==> src/rtl/core/cat_pkg.sv <==
// Package: shared constants, types and capacity helpers for the compacting array table.
`timescale 1ns / 1ps
package cat_pkg;
  localparam int DEPTH     = 256;
  localparam int WORD_BITS = 32;
  localparam int IDX_W     = $clog2(DEPTH);
  localparam int CNT_W     = $clog2(DEPTH + 1);

  typedef enum logic [2:0] {
    OP_APPEND    = 3'd0,
    OP_POP       = 3'd1,
    OP_DEL_IDX   = 3'd2,
    OP_DEL_FIRST = 3'd3,
    OP_DEL_ALL   = 3'd4,
    OP_READ      = 3'd5
  } op_t;

  typedef enum logic [2:0] {
    ST_OK      = 3'd0,
    ST_FULL    = 3'd1,
    ST_POP     = 3'd2,
    ST_INDEX   = 3'd3,
    ST_MISSING = 3'd4
  } status_t;

  typedef enum logic [2:0] {
    CM_HOLD,
    CM_WRITE,
    CM_ROTATE,
    CM_MARK,
    CM_SWAP
  } cell_mode_t;

  typedef struct packed {
    cell_mode_t           mode;
    logic                 mark_all;
    logic                 phase;
    logic [IDX_W-1:0]     sel;
    logic [CNT_W-1:0]     lim;
    logic [WORD_BITS-1:0] value;
  } cell_ctl_t;

  function automatic logic [CNT_W-1:0] cap_grow(input logic [CNT_W-1:0] cap);
    logic [CNT_W:0] c;
    c = {cap, 1'b0};
    if (c > (CNT_W + 1)'(DEPTH)) begin
      return CNT_W'(DEPTH);
    end
    return c[CNT_W-1:0];
  endfunction

  function automatic logic [CNT_W-1:0] cap_shrink(input logic [CNT_W-1:0] cap,
                                                  input logic [CNT_W-1:0] cnt);
    logic [CNT_W+1:0] lim;
    logic [CNT_W-1:0] h;
    lim = {cnt, 2'b00};
    h   = cap >> 1;
    if ({2'b00, cap} >= lim) begin
      return (h == '0) ? CNT_W'(1) : h;
    end
    return cap;
  endfunction
endpackage

==> src/rtl/core/cat_cell.sv <==
// One storage cell of the chain: holds a word and a live flag, trades with neighbours.
`timescale 1ns / 1ps
module cat_cell
  import cat_pkg::*;
(
  input  logic                 clk,
  input  logic [IDX_W-1:0]     idx,
  input  cell_ctl_t            ctl,
  input  logic [WORD_BITS-1:0] up_word,
  input  logic                 up_alive,
  input  logic [WORD_BITS-1:0] down_word,
  input  logic                 down_alive,
  output logic [WORD_BITS-1:0] word,
  output logic                 alive
);
  always_ff @(posedge clk) begin
    unique case (ctl.mode)
      CM_HOLD: begin
      end
      CM_WRITE: begin
        if (idx == ctl.sel) word <= ctl.value;
      end
      CM_ROTATE: begin
        word <= up_word;
      end
      CM_MARK: begin
        alive <= ({1'b0, idx} < ctl.lim) &&
                 !(ctl.mark_all ? (word == ctl.value) : (idx == ctl.sel));
      end
      CM_SWAP: begin
        if (idx[0] == ctl.phase) begin
          if (!alive && up_alive) begin
            word  <= up_word;
            alive <= 1'b1;
          end
        end else if (alive && !down_alive) begin
          word  <= down_word;
          alive <= 1'b0;
        end
      end
      default: begin
      end
    endcase
  end
endmodule

==> config.mk <==
export PLATFORM = sky130hd
export DESIGN_NAME = cat_cell
export DESIGN_NICKNAME = d
export VERILOG_FILES = /design/src/rtl/core/cat_pkg.sv /design/src/rtl/core/cat_cell.sv
export SDC_FILE = /design/constraint.sdc
export NUM_CORES = 1
export LEC_CHECK = 0
export ABC_AREA = 1
export BUFFER_PORTS_ARGS = -buffer_cell sky130_fd_sc_hd__buf_2
export CAP_MARGIN = 10
export CORE_UTILIZATION = 44
export DETAILED_ROUTE_END_ITERATION = 6
export GPL_TIMING_DRIVEN = 0
export PLACE_DENSITY = 0.93
export SYNTH_ARGS = -nofsm -noshare
export SYNTH_HDL_FRONTEND = slang
export SYNTH_SLANG_ARGS = --single-unit
==> constraint.sdc <==
create_clock -name clk -period 5.1 [get_ports clk]
set_clock_uncertainty 0.2 [all_clocks]
set_input_delay 0.255 -clock clk [delete_from_list [all_inputs] [get_ports clk]]
set_output_delay 0.255 -clock clk [all_outputs]
set_load 0.01 [all_outputs]
### Word level (Yosys, flattened, before mapping)

Cells that the tools add are included.
W data, S select, Z words.

| storage, ports and cells | value |
|---|---|
| register bits | 33 |
| input port bits | 129 |
| word-level logic and storage cells | 33 |

| operators by class | value |
|---|---|
| $lt $le $gt $ge | 1 |
| equal/unequal tests | 10 |
| muxes and demuxes | 10 |
| reduce and logical (&&, ||, !) cells | 10 |

Operators by type and width:

| kind | number |
|---|---|
| $mux W32 | 4 |
| $pmux W32 S3 | 1 |
| $eq A32 B32 Y1 | 1 |
| $lt A8 B9 Y1 | 1 |
| $eq A8 B8 Y1 | 1 |
| $eq A3 B2 Y1 const B | 2 |
| $ne A3 B3 Y1 const B | 2 |
| $mux W1 | 4 |
| $reduce_and A4 Y1 | 1 |
| $eq A3 B1 Y1 const B | 1 |
| $eq A3 B3 Y1 const B | 1 |
| $logic_and A1 B1 Y1 | 3 |
| $logic_not A1 Y1 | 3 |
| $reduce_and A3 Y1 | 1 |
| $reduce_bool A3 Y1 | 1 |
| $ne A2 B2 Y1 const B | 1 |
| $pmux W1 S2 | 1 |
| $reduce_bool A2 Y1 | 1 |
| $eq A1 B1 Y1 | 1 |

### Depth between registers and ports, before layout

Gate-level depths: netlist of run 1.

| logic depth | value |
|---|---|
| word-level depth | 5 |
| mapped depth | 11 |

### Worst setup path after synthesis of run 1

OpenSTA, ideal clock, no wires.

| timing | value |
|---|---|
| kind | input to register |
| start point | input ctl[49] (netlist bit) |
| end point | register word[0] (enable) |
| data arrival time | 3.142 ns |
| setup slack | 1.288 ns |
| stages | 5 |
| buffers on the path | 0 |
| path through | xor2_1 nor2_4 nand2_1 nand2_1 a211oi_1 |

| between the ends | value |
|---|---|
| longest elaborated chain between the ends | 3 |
| elaborated cells between the ends (all ways) | 4 |
| classes of those cells | eq/ne: 3; reduce/logical: 1 |

Ends and longest elaborated chain:

| what | RTL line | RTL |
|---|---|---|
| from (decl) | cat_cell.sv:8 | `input cell_ctl_t ctl,` |
| $eq A1 B1 Y1 * | cat_cell.sv:31 | `if (idx[0] == ctl.phase) begin` |
| $ne A3 B3 Y1 (no source line) | -- |  |
| $reduce_and A4 Y1 (no source line) * | -- |  |
| to (signal assigned) | cat_cell.sv:24 | `word <= up_word;` |
| to (signal assigned) | cat_cell.sv:33 | `word <= up_word;` |
| to (signal assigned) | cat_cell.sv:37 | `word <= down_word;` |
| to (decl) | cat_cell.sv:13 | `output logic [WORD_BITS-1:0] word,` |

Every way passes the cells marked *; elsewhere a longest branch is shown, timed or not.
A chain may end at the register's enable or synchronous reset.

### Worst setup path after layout of run 1

| timing | value |
|---|---|
| start point | input idx[0] |
| end point | register word[18] (enable) |

| between the ends | value |
|---|---|
| longest elaborated chain between the ends | 3 |
| elaborated cells between the ends (all ways) | 6 |
| classes of those cells | eq/ne: 5; reduce/logical: 1 |

Ends and longest elaborated chain:

| what | RTL line | RTL |
|---|---|---|
| from (decl) | cat_cell.sv:7 | `input logic [IDX_W-1:0] idx,` |
| $eq A8 B8 Y1 or $eq A1 B1 Y1 (tied branches) | cat_cell.sv:21, cat_cell.sv:31 |  |
| $ne A2 B2 Y1 (no source line) or $ne A3 B3 Y1 (tied branches) | -- |  |
| $reduce_and A4 Y1 (no source line) * | -- |  |
| to (signal assigned) | cat_cell.sv:21 | `if (idx == ctl.sel) word <= ctl.value;` |
| to (signal assigned) | cat_cell.sv:24 |  |
| to (signal assigned) | cat_cell.sv:33 |  |

Marked as above.

==> summary.md, run 1 <==
| Metric | Value |
|---|---|
| Syn_area_per_cell | `7.02 um^2` |
| Number of rows in the core area | `27` |
| Max Cap Violations | `0` |
| Rel. slew slack | `a little under three fifths` |
| Post_cts resized | `0` |
| Length of the first detailed-routing pass in iterations | `4` |
| Vias in the first global route | `2782` |
| Max Clk Rate | `roughly 500 MHz` |
| Actual slew at the worst max-slew pin | `0.667 ns` |
| Violation count after the first detailed-route iteration | `154` |
| Clk pin slew, worst setup/hold paths | `around 0.07 ns` |
| Global route overflow | `0` |
| First-pass GRT wire length | `roughly 12000 um` |
| Share of flip-flops with an asynchronous set or reset | `0%` |
| Pleak | `between 1.5 and 2 nW` |
| Launching point of the worst reg2reg path | `alive$_DFFE_PP_` |
| Setup TNS after final layout | `0 ns` |
| Hold path start | `up_word[31]` |
| Net count after synthesis | `around 500` |
| CP max FO | `11` |
| Count of vias placed by the detailed router | `slightly below 3000` |
| Initial antenna violation count | `0` |
| WP data arrival | `roughly 1.8 ns` |
| Die boundary height | `between 70 and 80 um` |
| Die outline area | `6310 um^2` |
| Clock tree sinks | `33` |
| Slack of the worst reg-to-reg path | `about 3.1 ns` |
| Source-to-sink clock delay at the later pin of the worst-skew pair | `approximately 0.28 ns` |
| Min Hold Slack | `a little over 0.05 ns` |
| Period Utilization, post-route | `about two fifths` |
| Area growth from synthesis to layout | `39.6%` |
| Kind of critical path | `primary input to flop` |
| Vias per inst | `4.82` |
| Placed cell count | `roughly 610` |
| Layout cells sized above 1 | `between 30% and 40%` |
| Fill cell total of the finished layout | `~490` |
| Worst setup slack before clock tree synthesis | `around 2.8 ns` |
| Ratio of total power to cell area | `219 nW/um^2` |
| CP Data Required Time | `between 4 and 5 ns` |
| Number of design rule violations left after detail routing | `0` |
| Chip Width | `79.5 um` |
| Synthesized instance count | `around 380` |
| Synth Register Bits | `33` |
| Number of nets in the layout | `682` |
| Top FF cell, synth | `sky130_fd_sc_hd__edfxtp_1` |
| Core Region | `about 5600 um^2` |
| RSZ-0062 raised after global routing | `false` |
| Post CTS Setup Buffer Count | `0` |
| Slew Viols, Final | `0` |
| Synthesized area | `between 2000 and 3000 um^2` |
| Count of buffers from port buffering | `~160` |
| Remaining antenna violation count | `0` |
| CTS Root Cell | `sky130_fd_sc_hd__clkbuf_8` |
| Type of element capturing the critical path | `flop` |
| Antenna diode count | `0` |
| Wire per inst | `roughly 13 um` |
| Hold buffers post-CTS | `0` |
| Count of cells along the worst register-to-register path | `6` |
| Status | `finished, final reports clean` |
| Post-synth EDFFs | `33` |
| Placed wire-length estimate after detailed placement | `roughly 6200 um` |
| Maximum vdd ir drop | `roughly 0.16 mV` |
| Clock buffer depth | `2` |
| Setup crit end | `word[18]$_DFFE_PP_` |
| CTS buffer count | `5` |
| DRT Wirelength | `approximately 8000 um` |
| Class of the tightest hold or removal check | `primary input to flop` |
| RR Endpoint | `word[18]$_DFFE_PP_` |
| Maximum number of pins on one net before global-route repair | `13` |
| Starting Density | `46.8%` |
| Hold Fails Final Rpt | `0` |
| Deepest level of the CTS H-tree | `2` |
| Synthesis Warnings | `0` |
| Number of distinct library cells after synthesis | `22` |
| Post-Layout Cell Count | `around 620` |
| Count of final setup violators | `0` |
| Worst setup SP type | `primary input` |
| Clock tree from TritonCTS | `yes` |
| Critical Path Start | `idx[0]` |
| I/O pin cnt | `roughly 160` |
| Sequential area share after synthesis | `a little under two fifths` |
| Minimum setup slack in the final design | `around 3.1 ns` |
| Global-route usage over all layers | `between 20 and 30%` |
| Routability cong. | `0.801` |
| Final critical delay including setup and external delays | `approximately 2.0 ns` |
==> layer usage <==
metal	global-route usage (%)	vias to the layer above	wire length [um]	part of all wire [%]
li1	-	1540	-	-
met1	31.6	1302	3300	42
met2	44.9	134	3930	50
met3	3.20	6	538	6.9
met4	7.82	0	39	0.50
met5	0	-	0	0
==> stage by stage <==
stage	instance area, um^2	util, %	total power (W)
after floorplan	2640	-	0.000463
after global placement	3540	62.7	0.000561
after detailed placement	3580	63.4	0.000573
after CTS	3680	65.3	0.000816
after global routing	3680	65.3	0.000854
final	3680	65.3	0.000808
==> final cells by class <==
cell class | instances | area, um^2 | share of cell area (%)
timing repair buffer | 163 | 836 | 22.7
clock buffer | 6 | 72.6 | 1.97
sequential | 33 | 991 | 26.9
buffer | 12 | 95.1 | 2.58
clock inverter | 2 | 33.8 | 0.917
inverter | 54 | 203 | 5.50
tap | 72 | 90.1 | 2.44
multi-input combinational | 277 | 1360 | 37.0
==> cells by family after synthesis <==
kind of cell / Yosys count / synth area share, %
adder cells (fa/ha/maj): 7 / 3.32
XOR/XNOR: 20 / 6.64
AND/OR/NAND/NOR: 201 / 31.8
AO/OA/AOI/OAI: 49 / 9.43
flip-flops: 33 / 37.5
buffers and inverters: 66 / 11.3
==> Yosys cell counts, types with 2 or more instances <==
cell / count / area share (%)
sky130_fd_sc_hd__a21oi_1: 5 / 0.95
sky130_fd_sc_hd__buf_2: 3 / 0.57
sky130_fd_sc_hd__buf_6: 6 / 2.6
sky130_fd_sc_hd__clkbuf_1: 2 / 0.28
sky130_fd_sc_hd__edfxtp_1: 33 / 38
sky130_fd_sc_hd__ha_1: 7 / 3.3
sky130_fd_sc_hd__inv_1: 50 / 7.1
sky130_fd_sc_hd__inv_2: 4 / 0.57
sky130_fd_sc_hd__nand2_1: 134 / 19
sky130_fd_sc_hd__nand3_1: 37 / 7.0
sky130_fd_sc_hd__nand4_1: 2 / 0.47
sky130_fd_sc_hd__nor2_1: 24 / 3.4
sky130_fd_sc_hd__nor3_4: 2 / 1.2
sky130_fd_sc_hd__o21ai_0: 34 / 6.4
sky130_fd_sc_hd__o21ai_1: 8 / 1.5
sky130_fd_sc_hd__xnor2_1: 13 / 4.3
sky130_fd_sc_hd__xor2_1: 7 / 2.3
==> how the worst min path moves through the flow <==
stage | end | slack (ns) | cells after the start
2_1_floorplan | word[0]$_DFFE_PP_ | 0.25 | 2
3_3_place_gp | word[31]$_DFFE_PP_ | 0.34 | 3
3_5_place_dp | word[31]$_DFFE_PP_ | 0.34 | 3
4_1_cts | word[31]$_DFFE_PP_ | 0.04 | 3
5_1_grt | word[27]$_DFFE_PP_ | 0.06 | 3
6_report | word[31]$_DFFE_PP_ | 0.05 | 3
==> critical path, cell delays in order <==
cell,delay [ns]
sky130_fd_sc_hd__buf_2,0.12
sky130_fd_sc_hd__xor2_1,0.29
sky130_fd_sc_hd__nor2_4,0.13
sky130_fd_sc_hd__nand2_1,0.08
sky130_fd_sc_hd__nand2_1,0.10
sky130_fd_sc_hd__a211oi_4,0.56
sky130_fd_sc_hd__buf_8,0.23
==> power by group <==
part	leakage, nW	switching, W	total [W]	internal, W
logic	1.61	0.000120	0.000224	0.000103
clock network	0.0528	0.0000970	0.000241	0.000144
registers	0.313	0.0000135	0.000343	0.000329
==> flip-flops by register name, summed over array words and instances (netlist names) <==
signal and flops:
word 32, alive 1
==> cells in the final DEF, fill, tap and decap left out, drive strengths merged <==
cell type / instances
buf: 172
nand2: 134
inv: 54
o21ai: 42
nand3: 37
edfxtp: 33
nor2: 25
xnor2: 13
clkbuf: 9
xor2: 7
ha: 7
a21oi: 5
nor3: 3
nand4: 2
a211oi: 1
o22ai: 1
bufinv: 1
clkinv: 1
Note: power is estimated with default switching activity, not from simulation.
==> run 2, diff against run 1 <==
- ABC_AREA: 1 -> 0
- CORE_UTILIZATION: 44 -> 41
- PLACE_DENSITY: 0.93 -> 0.92
- clock period: 5.1 -> 2 ns (I/O delays scaled with it)
==> run 2 against run 1 <==
- the flow now finishes with violations (negative hold slack)
- via count fell by 5.9%
- core utilization grew 11 points
- total power rose by 140%
- clock-buffer cell count did not move
- first-iteration DRC count increased by 110%
- cell count is 18% lower
- synthesized area decreased by 15%
- sequential share of layout area down 1.9 points
- final area rose by 7.8%
- global-route usage up 6.9 points
- synthesized cell count down 46%
- worst setup slack got worse by 3.1 ns
- critical path type unchanged
- critical endpoint is now word[2]$_DFFE_PP_
==> summary.md, run 2 <==
| Metric | Value |
|---|---|
| Status | `finished, violations left` |
| Violations in the final reports | `negative hold slack` |
| Clk pin slew, worst setup/hold paths | `0.07 ns (about the same)` |
| Count of cells along the worst register-to-register path | `5 (-1)` |
| Synth Register Bits | `33 (unchanged)` |
| Post-synth top area cell | `sky130_fd_sc_hd__edfxtp_1` |
| Fill cell total of the finished layout | `338 (-30%)` |
| RSZ-0062 raised after global routing | `true` |
| Vias in the first global route | `3026 (+8.8%)` |
| CTS Root Cell | `sky130_fd_sc_hd__clkbuf_8` |
| Synthesized area | `2250 um^2 (-15%)` |
| Hold Fails Final Rpt | `13 (+13)` |
| Minimum setup slack in the final design | `0.0479 ns (-3.06 ns)` |
| Top Registers | `word x32, alive x1` |
| Max Cap Violations | `0 (unchanged)` |
| Count of final setup violators | `0 (unchanged)` |
| Antenna diode count | `0 (unchanged)` |
| Routability cong. | `0.851 (+6.2%)` |
| Die outline area | `5790 um^2 (-8.3%)` |
| Class of the tightest hold or removal check | `primary input to flop` |
| Period Utilization, post-route | `a little over nine tenths` |
| CP max FO | `10 (-1)` |
| CTS buffer count | `5 (unchanged)` |
| Ratio of total power to cell area | `490 nW/um^2 (+120%)` |
| Clock tree from TritonCTS | `yes` |
| Synthesis Warnings | `0 (unchanged)` |
| Chip Width | `76.1 um (-4.3%)` |
| Net count after synthesis | `339 (-34%)` |
| Register containing the most flip-flops in the final layout | `word` |
| Actual slew at the worst max-slew pin | `0.592 ns (-0.0753 ns)` |
| Leading cell type in the layout, fill and taps excluded | `sky130_fd_sc_hd__buf_2` |
| Source-to-sink clock delay at the later pin of the worst-skew pair | `0.28 ns (about the same)` |
| Vias per inst | `5.52 (+15%)` |
| Critical Path Start | `ctl[53]` |
| Footprint of the multi-input gates | `1110 um^2 (-19%)` |
| Max Clk Rate | `512 MHz` |
| Share of flip-flops with an asynchronous set or reset | `0% (unchanged)` |
| I/O pin cnt | `162 (unchanged)` |
| Number of flip-flops under the largest register name | `32 (unchanged)` |
| Sequential area share after synthesis | `44.0% (+6.5 points)` |
| Maximum number of pins on one net before global-route repair | `17 (+4)` |
| Type of element capturing the critical path | `flop` |
| Area growth from synthesis to layout | `76.5%` |
| Pleak | `1.92 nW (-2.7%)` |
| Slack of the worst reg-to-reg path | `0.07 ns (-3.04 ns)` |
| Deepest level of the CTS H-tree | `2 (unchanged)` |
| Setup crit end | `word[2]$_DFFE_PP_` |
| Global route overflow | `0 (unchanged)` |
| Kind of critical path | `primary input to flop` |
| Worst setup slack before clock tree synthesis | `-0.303 ns (-3.12 ns)` |
| Total Power | `0.00194 W (+140%)` |
| Fraction of synthesized cell area taken by the top area cell type | `44.0% (+6.5 points)` |
| Initial antenna violation count | `0 (unchanged)` |
| Post-place instance area | `3160 um^2 (-12%)` |
| Count of buffers from port buffering | `161 (unchanged)` |
| Global-route usage over all layers | `32.2% (+6.9 points)` |
| Commonest cells after routing, fill and taps aside | `sky130_fd_sc_hd__buf_2, sky130_fd_sc_hd__dlygate4sd3_1, sky130_fd_sc_hd__inv_1, sky130_fd_sc_hd__xor2_1, sky130_fd_sc_hd__edfxtp_1` |
| CP Data Required Time | `1.85 ns (-3.04 ns)` |
| Number of nets in the layout | `573 (-16%)` |
| Die boundary height | `76.1 um (-4.3%)` |
| Number of design rule violations left after detail routing | `0 (unchanged)` |
| WP data arrival | `1.80 ns (+0.02 ns)` |
| Most used standard cell by instance count after synthesis | `sky130_fd_sc_hd__inv_1` |
| Setup TNS after final layout | `0 ns (unchanged)` |
| Core Region | `5200 um^2 (-7.7%)` |
| Length of the first detailed-routing pass in iterations | `7 (+3)` |
| Slew Viols, Final | `0 (unchanged)` |
| Worst setup SP type | `primary input` |
| Syn_area_per_cell | `11.1 um^2 (+58%)` |
| Placed cell count | `434 (-29%)` |
| Layout cells sized above 1 | `43.8% (+9.6 points)` |
| Rel. slew slack | `60.4% (+5.0 points)` |
| Wire per inst | `18.5 um (+47%)` |
| Seq. cell area | `991 um^2 (unchanged)` |
| Post CTS Setup Buffer Count | `0 (unchanged)` |
| Maximum vdd ir drop | `0.390 mV (+140%)` |
| Remaining antenna violation count | `0 (unchanged)` |
| Clock buffer depth | `2 (unchanged)` |
| Starting Density | `43.2% (-3.6 points)` |
| Ranking of synthesized cells by area | `sky130_fd_sc_hd__edfxtp_1, sky130_fd_sc_hd__xor2_1, sky130_fd_sc_hd__a222oi_1` |
| Number of rows in the core area | `26 (-3.7%)` |
| Count of vias placed by the detailed router | `2806 (-5.9%)` |
| Violation count after the first detailed-route iteration | `329 (+110%)` |
| Top FF cell, synth | `sky130_fd_sc_hd__edfxtp_1` |
| Final critical delay including setup and external delays | `1.95 ns` |
| Number of distinct library cells after synthesis | `34 (+55%)` |
| Cell types with the highest counts after synthesis | `sky130_fd_sc_hd__inv_1, sky130_fd_sc_hd__xor2_1, sky130_fd_sc_hd__edfxtp_1` |
| Min Hold Slack | `-0.0554 ns (-0.106 ns)` |
| Post-Layout Cell Count | `508 (-18%)` |
| Clock tree sinks | `33 (unchanged)` |
| RR Endpoint | `alive$_DFFE_PP_` |
| Launching point of the worst reg2reg path | `word[17]$_DFFE_PP_` |
| DRT Wirelength | `9400 um (+20%)` |
| Finished Cell Area | `3970 um^2 (+7.8%)` |
| Synthesized instance count | `203 (-46%)` |
| First-pass GRT wire length | `14400 um (+17%)` |
| Placed wire-length estimate after detailed placement | `5730 um (-8.3%)` |
| Post-synth EDFFs | `33 (unchanged)` |
-- run 2: what timing repair did --
| action | 4_1_cts | 5_1_grt |
|---|---|---|
| endpoints found under the setup margin | 32 | 46 |
| pin swaps | 1 | 9 |
| cloned | 1 | 0 |
| gates resized for setup | 1 | 15 |
| endpoints found under the hold margin | 32 | 13 |
| hold buffers | 65 | 16 |
-- run 2: metrics by stage --
stage | hold slack, ns | utilization [%]
finish | -0.0554 | 76.3
global route | -0.00508 | 76.3
CTS | 0.126 | 75.1
detailed placement | 0.188 | 60.7
global placement | 0.179 | 60.7
floorplan | 0.0902 | -
-- run 2: routing by layer --
| layer | up-vias | global-route usage (%) | routed length (um) |
|---|---|---|---|
| li1 | 1256 | - | - |
| met1 | 1337 | 32.6 | 3430 |
| met2 | 182 | 63.7 | 5110 |
| met3 | 31 | 5.99 | 603 |
| met4 | 0 | 13.1 | 252 |
| met5 | - | 0 | 0 |
-- run 2: where the power goes --
part	leakage, nW	internal (W)	switching, W	total [W]
registers	0.305	0.000809	0.0000207	0.000830
clock network	0.0450	0.000241	0.000253	0.000494
logic	1.57	0.000339	0.000281	0.000620
total	1.92	0.00139	0.000555	0.00194
-- run 2: cells by family (layout without fill, tap and decap cells) --
logic type,after synthesis,count (layout),synth area share (%)
xor gates and xnor gates,41,41,16.3
adders and majority gates,7,7,3.89
buffers and inverters,49,283,9.96
AOI/OAI and AO/OA,46,47,18.4
DFF,33,33,44.0
and+or+nand+nor,27,27,7.40
-- run 2: critical path: stages --
cell	delay, ns
sky130_fd_sc_hd__buf_2	0.09
sky130_fd_sc_hd__and2b_2	0.25
sky130_fd_sc_hd__a21oi_2	0.12
sky130_fd_sc_hd__nor2_2	0.09
sky130_fd_sc_hd__buf_6	0.16
sky130_fd_sc_hd__a222oi_1	0.34
sky130_fd_sc_hd__dlygate4sd3_1	0.60
sky130_fd_sc_hd__inv_1	0.04
-- run 2: worst min path at each step --
stage | start | end | depth (start not counted)
finish | up_word[9] | word[9]$_DFFE_PP_ | 3
global route | ctl[27] | word[27]$_DFFE_PP_ | 3
CTS | ctl[40] | alive$_DFFE_PP_ | 3
detailed placement | down_word[28] | word[28]$_DFFE_PP_ | 3
global placement | down_word[5] | word[5]$_DFFE_PP_ | 3
floorplan | ctl[12] | word[12]$_DFFE_PP_ | 2
-- run 2: cell type report --
class / instances / area share (%)
repair buffers: 226 / 36.9
clock buffers: 6 / 1.83
flip-flops and latches: 33 / 25.0
well taps: 70 / 2.21
plain buffers: 9 / 2.17
multi-input cells: 122 / 27.9
inverters: 40 / 3.78
clock inverters: 2 / 0.252
==> run 3, diff against run 2 <==
- CORE_UTILIZATION: 41 -> 42
- CTS_BUF_LIST: default -> sky130_fd_sc_hd__clkbuf_8
- PLACE_DENSITY: 0.92 -> 0.93
==> run 3 against run 2 <==
- the flow still finishes with violations (negative hold slack)
- hold slack got worse by 0.012 ns
- wire length rose by 2.4%
- die area fell by 2.3%
- sequential cell count did not move
- global-route usage rose by 0.39 points
- clock power rose by 23%
- non-clock buffer count fell by 1
- total power rose by 5.0%
- cell count fell by 0.20%
- register-to-register slack improved by 0.02 ns
- critical path type unchanged
- highest routed layer unchanged
==> summary.md, run 3 (synthesized netlist as in run 2, its figures left out) <==
| Metric | Value |
|---|---|
| Source-to-sink clock delay at the later pin of the worst-skew pair | `0.28 ns (about the same)` |
| Global-route usage over all layers | `32.6% (+0.39 points)` |
| Fraction of power spent switching nets | `26.9% (-1.7 points)` |
| Core Region | `5140 um^2 (-1.2%)` |
| Number of design rule violations left after detail routing | `0 (unchanged)` |
| Pleak | `1.91 nW (-0.83%)` |
| Count of vias placed by the detailed router | `2814 (+0.29%)` |
| Type of element capturing the critical path | `flop` |
| CTS buffer count | `5 (unchanged)` |
| First-pass GRT wire length | `13200 um (-8.6%)` |
| Routed wire length on met2 | `5180 um (+1.3%)` |
| Clock tree sinks | `33 (unchanged)` |
| Die outline area | `5650 um^2 (-2.3%)` |
| Delay contributed by the slowest stage of the critical path | `0.53 ns (-0.07 ns)` |
| Global route overflow | `0 (unchanged)` |
| Hold Fails Final Rpt | `18 (+5)` |
| Seq. cell area | `991 um^2 (unchanged)` |
| Logic pwr share | `29.7% (-2.2 points)` |
| RR Endpoint | `word[8]$_DFFE_PP_` |
| CP max FO | `2 (-8)` |
| Cell type of the slowest stage on the worst timing path | `sky130_fd_sc_hd__dlygate4sd3_1` |
| Finished Cell Area | `3970 um^2 (about the same)` |
| Highest routing layer actually used | `met4` |
| Area growth from synthesis to layout | `76.4% (about the same)` |
| Actual slew at the worst max-slew pin | `0.574 ns (-0.0180 ns)` |
| Final critical delay including setup and external delays | `1.97 ns (+0.0154 ns)` |
| Initial antenna violation count | `0 (unchanged)` |
| Register containing the most flip-flops in the final layout | `word` |
| Count of final setup violators | `0 (unchanged)` |
| Maximum number of pins on one net before global-route repair | `17 (unchanged)` |
| Deepest level of the CTS H-tree | `2 (unchanged)` |
| Number of rows in the core area | `26 (unchanged)` |
| Number of nets in the layout | `572 (-0.17%)` |
| Violations in the final reports | `negative hold slack` |
| Max Clk Rate | `508 MHz (-0.78%)` |
| Clock share of power | `29.7% (+4.3 points)` |
| Internal Power | `0.00149 W (+7.4%)` |
| Post-place instance area | `3160 um^2 (unchanged)` |
| Sequential cell fraction of total power | `40.6% (-2.1 points)` |
| Critical Path, Cell by Cell | `dlygate4sd3_1 > buf_2 > xor2_1 > nor4_2 > nand3_1 > nor3_1 > o31ai_1` |
| Layout cells sized above 1 | `43.5% (-0.36 points)` |
| Fill cell total of the finished layout | `338 (unchanged)` |
| Ratio of total power to cell area | `514 nW/um^2 (+5.1%)` |
| Period Utilization, post-route | `98.4% (+0.77 points)` |
| Vias per inst | `5.55 (+0.48%)` |
| Slack of the worst reg-to-reg path | `0.09 ns (+0.02 ns)` |
| Clk pin slew, worst setup/hold paths | `0.07 ns (about the same)` |
| Worst setup SP type | `primary input` |
| Slew Viols, Final | `0 (unchanged)` |
| Number of flip-flops under the largest register name | `32 (unchanged)` |
| Count of cells along the worst register-to-register path | `4 (-1)` |
| I/O pin cnt | `162 (unchanged)` |
| Launching point of the worst reg2reg path | `alive$_DFFE_PP_` |
| Total net switching power | `0.000548 W (-1.1%)` |
| Top Registers | `word x32, alive x1` |
| Wire per inst | `19.0 um (+2.6%)` |
| Clock tree from TritonCTS | `yes` |
| Die boundary height | `75.2 um (-1.2%)` |
| Remaining antenna violation count | `0 (unchanged)` |
| Min Hold Slack | `-0.0676 ns (-0.0122 ns)` |
| Total buffers and inverters traversed by the critical path | `2 (-2)` |
| Routability cong. | `0.859 (+0.95%)` |
| Clock buffer depth | `2 (unchanged)` |
| Violation count after the first detailed-route iteration | `266 (-19%)` |
| Antenna diode count | `0 (unchanged)` |
| Status | `finished, violations left` |
| WP data arrival | `1.80 ns (about the same)` |
| Commonest cells after routing, fill and taps aside | `sky130_fd_sc_hd__buf_2, sky130_fd_sc_hd__dlygate4sd3_1, sky130_fd_sc_hd__inv_1, sky130_fd_sc_hd__xor2_1, sky130_fd_sc_hd__edfxtp_1` |
| Vias in the first global route | `2841 (-6.1%)` |
| Starting Density | `43.8% (+0.55 points)` |
| Footprint of the multi-input gates | `1100 um^2 (-0.56%)` |
| Met1 WL | `3290 um (-4.0%)` |
| Length of the first detailed-routing pass in iterations | `6 (-1)` |
| Chip Width | `75.2 um (-1.2%)` |
| Maximum vdd ir drop | `0.335 mV (-14%)` |
| CP Data Required Time | `1.83 ns (-0.02 ns)` |
| Post CTS Setup Buffer Count | `0 (unchanged)` |
| Hold path start | `up_word[12]` |
| Rel. slew slack | `61.6% (+1.2 points)` |
| Worst Hold Endpoint | `word[12]$_DFFE_PP_` |
| CTS Root Cell | `sky130_fd_sc_hd__clkbuf_8` |
| DRT Wirelength | `9620 um (+2.4%)` |
| Class of the tightest hold or removal check | `primary input to flop` |
| Kind of critical path | `primary input to flop` |
| Max Cap Violations | `0 (unchanged)` |
| Cell type group with the largest total delay on the critical path | `simple AND/OR/NAND/NOR gates` |
| Met3 wirelength from detailed routing | `682 um (+13%)` |
| Placed wire-length estimate after detailed placement | `5620 um (-1.8%)` |
| Leading cell type in the layout, fill and taps excluded | `sky130_fd_sc_hd__buf_2` |
| Worst Hold Depth | `3 (unchanged)` |
| Count of buffers from port buffering | `161 (unchanged)` |
## run 3: cell types whose count changed in the layout (fill, tap and decap cells not counted), sizes merged
cell / delta
dlymetal6s4s: -3
clkbuf: -1
dlygate4sd3: +2
bufinv: +1
clkinv: -1
inv: +1
## run 3: through the flow
step	instances	setup slack, ns	total power (W)	TNS (ns)	util [%]
2_1_floorplan	203	0.0243	0.00107	0	-
3_3_place_gp	434	-0.235	0.00128	-7.49	61.5
3_5_place_dp	434	-0.331	0.00130	-10.55	61.5
4_1_cts	509	0.0480	0.00203	0	76.8
5_1_grt	507	-0.0306	0.00212	-0.0306	77.2
6_report	507	0.0325	0.00204	0	77.2
## run 3: power by group through the flow
stage	logic (W)	clock network [W]	registers (W)
after floorplan	0.000211	0	0.000856
after global placement	0.000438	0	0.000840
after detailed placement	0.000456	0	0.000843
after CTS	0.000598	0.000604	0.000828
after global routing	0.000661	0.000631	0.000832
final	0.000605	0.000607	0.000829
## run 3: what timing repair did
item | in CTS | in global routing
pin swaps | 1 | 16
endpoints found under the setup margin | 32 | 30
cloned | 1 | 0
gates resized for setup | 1 | 10
hold buffers | 66 | 26
endpoints found under the hold margin | 32 | 17
## run 3: routing by layer
| metal | GRT usage [%] | vias to the layer above |
|---|---|---|
| met5 | 0 | - |
| met4 | 15.2 | 0 |
| met3 | 7.50 | 44 |
| met2 | 63.0 | 193 |
| met1 | 32.8 | 1325 |
| li1 | - | 1252 |
## run 3: area by class of cell
| cell class | instances | area share (%) |
|---|---|---|
| Timing Repair Buffer | 225 | 36.5 |
| Multi-Input combinational cell | 122 | 27.8 |
| Buffer | 9 | 2.08 |
| Clock buffer | 5 | 1.73 |
| Tap cell | 70 | 2.21 |
| Sequential cell | 33 | 25.0 |
| Clock inverter | 3 | 0.946 |
| Inverter | 40 | 3.78 |
## run 3: worst max-delay path by stage
stage                     slack [ns]  cells after the start               from                  to
after floorplan                 0.02                      4    alive$_DFFE_PP_   word[0]$_DFFE_PP_
after global placement         -0.24                      6            ctl[45]  word[24]$_DFFE_PP_
after detailed placement       -0.33                      6             idx[0]  word[31]$_DFFE_PP_
after CTS                       0.05                      5  word[8]$_DFFE_PP_     alive$_DFFE_PP_
after global routing           -0.03                      7             ctl[1]     alive$_DFFE_PP_
final                           0.03                      7             ctl[1]     alive$_DFFE_PP_
## run 3: tightest hold or removal path: cells and delay by family
family / cells / cell delay [ns]
compound gates: 1 / 0.08
buf+inv: 2 / 0.14
